`src/rtl/pi_pkg.sv`:
```
// Shared types, constants and fixed-point helpers of the particle integrator.
package pi_pkg;

  localparam int FRAC_BITS = 16;
  localparam int WORD_BITS = 32;
  localparam int PROD_W    = 2 * WORD_BITS;
  localparam int WIDE_W    = 2 * WORD_BITS + 2;
  localparam int FIELD_W   = 32;
  localparam int ACT_W     = 3;
  localparam int IDX_W     = 3;
  localparam int NUM_AXES  = 3;
  localparam int IMASS_W   = 31;
  localparam int DT_W      = 17;

  typedef logic signed [WORD_BITS-1:0] word_t;
  typedef logic signed [PROD_W-1:0]    prod_t;
  typedef logic signed [WIDE_W-1:0]    wide_t;
  typedef logic signed [FIELD_W-1:0]   field_t;

  localparam logic [ACT_W-1:0] ACT_STEP    = 3'd0;
  localparam logic [ACT_W-1:0] ACT_FORCE   = 3'd1;
  localparam logic [ACT_W-1:0] ACT_IMPULSE = 3'd2;
  localparam logic [ACT_W-1:0] ACT_SET_POS = 3'd3;
  localparam logic [ACT_W-1:0] ACT_SET_VEL = 3'd4;

  localparam logic [IDX_W-1:0] REG_INV_MASS = 3'd0;
  localparam logic [IDX_W-1:0] REG_ACCEL_X  = 3'd1;
  localparam logic [IDX_W-1:0] REG_ACCEL_Y  = 3'd2;
  localparam logic [IDX_W-1:0] REG_ACCEL_Z  = 3'd3;
  localparam logic [IDX_W-1:0] REG_TIME_STEP = 3'd4;
  localparam logic [IDX_W-1:0] REG_DAMPING  = 3'd5;

  localparam logic [DT_W-1:0] DAMPING_RESET = DT_W'(65536);

  localparam wide_t WORD_MAX_W = (wide_t'(1) <<< (WORD_BITS - 1)) - wide_t'(1);
  localparam wide_t WORD_MIN_W = -WORD_MAX_W - wide_t'(1);
  localparam wide_t OUT_MAX_W  = (wide_t'(1) <<< (FIELD_W - 1)) - wide_t'(1);
  localparam wide_t OUT_MIN_W  = -OUT_MAX_W - wide_t'(1);
  localparam prod_t RND_HALF   = prod_t'(1) <<< (FRAC_BITS - 1);

  typedef struct packed {
    logic             mul1;
    logic             add1;
    logic             mul2;
    logic             add2;
    logic             mul3;
    logic             add3;
    logic             mul4;
    logic             add4;
    logic [ACT_W-1:0] action;
  } lane_cmd_t;

  function automatic word_t sat_word(wide_t v);
    word_t r;
    if (v > WORD_MAX_W) begin
      r = WORD_MAX_W[WORD_BITS-1:0];
    end else if (v < WORD_MIN_W) begin
      r = WORD_MIN_W[WORD_BITS-1:0];
    end else begin
      r = v[WORD_BITS-1:0];
    end
    return r;
  endfunction

  function automatic word_t add_sat(word_t a, word_t b);
    return sat_word(wide_t'(a) + wide_t'(b));
  endfunction

  // product already carries the rounding half
  function automatic word_t rnd_word(prod_t p);
    prod_t s;
    s = p >>> FRAC_BITS;
    return sat_word(wide_t'(s));
  endfunction

  function automatic field_t sat_out(word_t w);
    wide_t  v;
    field_t r;
    v = wide_t'(w);
    if (v > OUT_MAX_W) begin
      r = OUT_MAX_W[FIELD_W-1:0];
    end else if (v < OUT_MIN_W) begin
      r = OUT_MIN_W[FIELD_W-1:0];
    end else begin
      r = v[FIELD_W-1:0];
    end
    return r;
  endfunction

endpackage

```
`src/rtl/pi_lane.sv`:
```
// One axis lane: state words, one multiplier and the saturating accumulate.
module pi_lane (
  input  logic              clk,
  input  logic              rst_n,
  input  pi_pkg::lane_cmd_t cmd,
  input  pi_pkg::word_t     accel,
  input  pi_pkg::word_t     imass,
  input  pi_pkg::word_t     dt,
  input  pi_pkg::word_t     damp,
  input  pi_pkg::word_t     vec,
  output pi_pkg::word_t     pos,
  output pi_pkg::word_t     vel
);

  pi_pkg::word_t pos_r, pos_nxt;
  pi_pkg::word_t vel_r, vel_nxt;
  pi_pkg::word_t frc_r, frc_nxt;
  pi_pkg::word_t tmp_r, tmp_nxt;
  pi_pkg::prod_t prod_r, prod_nxt;
  pi_pkg::word_t mul_a, mul_b;
  pi_pkg::word_t rnd;
  logic          mul_en;

  assign mul_en = cmd.mul1 | cmd.mul2 | cmd.mul3 | cmd.mul4;
  assign rnd    = pi_pkg::rnd_word(prod_r);

  always_comb begin
    mul_a = tmp_r;
    mul_b = dt;
    if (cmd.mul1) begin
      mul_a = (cmd.action == pi_pkg::ACT_STEP) ? frc_r : vec;
      mul_b = imass;
    end else if (cmd.mul3) begin
      mul_b = damp;
    end else if (cmd.mul4) begin
      mul_a = vel_r;
    end
    prod_nxt = pi_pkg::prod_t'(mul_a) * pi_pkg::prod_t'(mul_b) + pi_pkg::RND_HALF;
  end

  always_comb begin
    pos_nxt = pos_r;
    vel_nxt = vel_r;
    frc_nxt = frc_r;
    tmp_nxt = tmp_r;
    if (cmd.add1) begin
      case (cmd.action)
        pi_pkg::ACT_STEP:    tmp_nxt = pi_pkg::add_sat(accel, rnd);
        pi_pkg::ACT_FORCE:   frc_nxt = pi_pkg::add_sat(frc_r, vec);
        pi_pkg::ACT_IMPULSE: vel_nxt = pi_pkg::add_sat(vel_r, rnd);
        pi_pkg::ACT_SET_POS: pos_nxt = vec;
        pi_pkg::ACT_SET_VEL: vel_nxt = vec;
        default:             tmp_nxt = tmp_r;
      endcase
    end else if (cmd.add2) begin
      tmp_nxt = pi_pkg::add_sat(vel_r, rnd);
    end else if (cmd.add3) begin
      vel_nxt = rnd;
    end else if (cmd.add4) begin
      pos_nxt = pi_pkg::add_sat(pos_r, rnd);
      frc_nxt = '0;
    end
  end

  always_ff @(posedge clk) begin
    if (!rst_n) begin
      pos_r <= '0;
      vel_r <= '0;
      frc_r <= '0;
    end else begin
      pos_r <= pos_nxt;
      vel_r <= vel_nxt;
      frc_r <= frc_nxt;
    end
  end

  always_ff @(posedge clk) begin
    tmp_r <= tmp_nxt;
    if (mul_en) begin
      prod_r <= prod_nxt;
    end
  end

  assign pos = pos_r;
  assign vel = vel_r;

endmodule

```
`config.mk`:
```
export PLATFORM = sky130hd
export DESIGN_NAME = pi_lane
export DESIGN_NICKNAME = d
export VERILOG_FILES = /design/src/rtl/pi_pkg.sv /design/src/rtl/pi_lane.sv
export SDC_FILE = /design/constraint.sdc
export NUM_CORES = 2
export LEC_CHECK = 0
export BUFFER_PORTS_ARGS = -buffer_cell sky130_fd_sc_hd__buf_2
export CAP_MARGIN = 20
export CORE_MARGIN = 3
export CORE_UTILIZATION = 60
export CTS_CLUSTER_DIAMETER = 100
export DETAILED_ROUTE_END_ITERATION = 10
export GPL_ROUTABILITY_DRIVEN = 0
export PLACE_DENSITY_LB_ADDON = 0.2
export SLEW_MARGIN = 0
export SYNTH_ARGS = -nofsm -noshare
export SYNTH_HDL_FRONTEND = slang
export SYNTH_SLANG_ARGS = --single-unit
```
`constraint.sdc`:
```
create_clock -name clk -period 16.95 [get_ports clk]
set_clock_uncertainty 0.2 [all_clocks]
set_input_delay 0.8475 -clock clk [delete_from_list [all_inputs] [get_ports clk]]
set_output_delay 0.8475 -clock clk [all_outputs]
set_load 0.1 [all_outputs]
```
==> impl_metrics.py <==
metrics = {
    "drt": {
        "drt_iter0_drc": 5031,
        "viasPerCell": 6.22,
        "drc_errors": 0,
        "totalWireLength_um": 174000,
        "ant_nets": 0,
        "post_drt_wl_per_cell_um": 24.6,
        "dr_total_vias": 44105,
        "drt_first_pass_iters": 6,
    },
    "floorplan": {
        "ios": 237,
        "core-area_sq_um": 84000,
        "die-area_sq_um": 88600,
        "placementRows": 106,
        "die_h_um": 298,
        "die_x_um": 298,
        "initial_core_util_pct": 60.8,
    },
    "place": {
        "port_buffers": 236,
        "post-dp-hpwl_um": 136000,
        "place_area_sq_um": 53300,
    },
    "yosys": {
        "synth_edf_count": 80,
        "syn_nets": 7460,
        "synth_largest_area_cell": "fa_1",
        "ys_top_cells_by_count": "1086 x fa_1, 1038 x inv_1, 770 x nor2_1",
        "ys_seq_area_share_pct": 8.47,
        "synthArstFlopShare_pct": 0,
        "yosysUniqueCellTypes": 97,
        "ys.warnings.count": 0,
        "synth_top_area_share_pct": 42.6,
        "synthTopCellsByArea": "fa_1 43%, inv_1 7.6%, ha_1 7.5%, nor2_1 5.7%, nand2_1 5.1%",
        "synth.most_common_cell": "fa_1",
        "synth_top_flop_cell": "dfxtp_1",
        "syn-instance-count": 5896,
        "syn-cell-area_sq_um": 51000,
        "avgSynthCellArea_sq_um": 8.66,
        "ys_ff_latch": 176,
    },
    "timing": {
        "final_hold_viol_count": 0,
        "rsz0062_at_grt": "no",
        "maxSlewViolCount": 0,
        "min_period_ns": 11.41,
        "setup_viol": 0,
        "finalCritPeriodShare_pct": 67.3,
        "fmax_mhz": 87.7,
        "slew_headroom_pct": 16.3,
        "setup_tns_ns": 0,
        "worstMarginPinSlew_ns": 1.26,
    },
    "worst_hold_path": {
        "worst_hold_path_type": "flop to flop",
        "min_from": "frc_r[4]$_SDFFE_PN0P_",
        "min_delay_path_depth": 2,
    },
    "worst_setup_path": {
        "crit_required_ns": 16.98,
        "slowest_delay_ns": 0.98,
        "worstSetupPathType": "primary input to flop",
        "end_kind": "flop",
        "r2r-start": "vel[31]$_SDFFE_PN0P_",
        "startpoint_type": "primary input",
        "worstSetupStartpoint": "cmd[6]",
        "crit_top_cell": "fa_1",
        "ff2ff_path_depth": 27,
        "cp.arrival_ns": 11.43,
        "cp_max_fo": 36,
        "r2r_setup_slack_ns": 6.89,
        "cp_slowest_cell": "fa_1",
    },
    "global_routing": {
        "grt_pass1_vias": 45184,
        "grt_antenna_before_repair": 5,
        "grt_max_degree": 80,
        "grt_pass1_wl_um": 267000,
        "grt_use_total_pct": 39.8,
        "globalRoute.totalOverflow": 0,
    },
    "clocking": {
        "clk_pin_slew_ns": 0.07,
        "clock-sinks": 176,
        "cts_tree": "built",
        "htreeDepth": 4,
        "clockBufferDepth": 2,
        "post_cts_buffers": 0,
        "cts_resized": 0,
        "numCtsBuffers": 17,
        "cts_hold_buf": 0,
        "clock-root-buffer": "clkbuf_16",
        "insertion_delay_ns": 0.47,
    },
    "final_layout": {
        "fin_area_sq_um": 53900,
        "nets": 7505,
        "area_growth_pct": 5.70,
        "diodes": 0,
        "nFillCells": 7158,
        "drive_gt1_share_pct": 7.94,
    },
    "run_status": {
        "outcome": "completed",
    },
    "flow_run": {
        "maxCapViolCount": 0,
    },
}
==> kinds of logic after synthesis <==
family                   after synthesis  share of synthesized area (%)
AND/OR/NAND/NOR                     1770                           14.6
adder cells (fa/ha/maj)             1395                           50.2
buffers and inverters               1347                           10.0
AO/OA/AOI/OAI                        946                           12.0
flip-flops                           176                           8.47
XOR/XNOR                             161                           2.76
multiplexers                         101                           2.02
==> path summary, 6_finish.rpt <==
| check | endpoint |
|---|---|
| worst max-delay path | prod_r[62]$_DFFE_PP_ |
| worst min-delay path | frc_r[4]$_SDFFE_PN0P_ |
| worst max register to register | prod_r[62]$_DFFE_PP_ |
| worst min register to register | frc_r[4]$_SDFFE_PN0P_ |
==> layout make-up <==
cell class / instances / area, sq um / area share, %
clock buffers: 22 / 485 / 0.900
clock inverters: 10 / 100 / 0.186
inverters: 1041 / 3910 / 7.24
multi-input cells: 4373 / 41800 / 77.4
flip-flops and latches: 176 / 4320 / 8.02
well taps: 1134 / 1420 / 2.63
repair buffers: 332 / 1940 / 3.59
==> sequential cells by signal, indices dropped and copies added (netlist names) <==
signal	count
prod_r	48
frc_r	32
pos	32
vel	32
tmp_r	32
==> stage by stage <==
stage | hold WS (ns) | std cells | utilization [%] | setup slack (ns)
floorplan | 0.263 | 5896 | - | 6.51
global placement | 0.276 | 7053 | 63.5 | 5.52
detailed placement | 0.290 | 7055 | 63.5 | 5.13
CTS | 0.300 | 7087 | 64.2 | 5.59
global route | 0.321 | 7088 | 64.3 | 5.03
finish | 0.304 | 7088 | 64.3 | 5.54
==> worst max-delay path, delay by kind of cell <==
| kind | cells | cell delay, ns |
|---|---|---|
| buffers and inverters | 7 | 2.02 |
| multiplexers | 1 | 0.27 |
| adder cells (fa/ha/maj) | 9 | 4.86 |
| XOR/XNOR | 1 | 0.08 |
| AND/OR/NAND/NOR | 5 | 1.43 |
| AO/OA/AOI/OAI | 8 | 1.88 |
==> placed cells by master, fill, tap and decap left out, drive strengths merged, types with 32 or more instances in the layout <==
master / instances
o21ai: 185
nor3: 33
or2: 38
xor2: 49
or4: 32
a21oi: 278
ha: 305
mux2i: 97
xnor2: 112
o211ai: 47
nor2: 772
a31oi: 64
o21bai: 36
a211oi: 32
a21o: 112
dfxtp: 96
edfxtp: 80
nand2b: 39
buf: 332
o21a: 51
nand2: 691
fa: 1086
nand3: 36
inv: 1041
==> per-layer routing <==
| metal | share of wire, % | wire length, um | vias to the layer above | global-route usage [%] |
|---|---|---|---|---|
| met5 | 0.023 | 40 | - | 0 |
| met4 | 7.3 | 12700 | 6 | 22.0 |
| met3 | 13 | 21900 | 738 | 10.9 |
| met2 | 44 | 76900 | 2862 | 61.3 |
| met1 | 36 | 62700 | 21873 | 51.1 |
| li1 | - | - | 18626 | - |
Power is not shown: default switching activity piles up to over one toggle a cycle in this logic, so the estimate is an artifact.
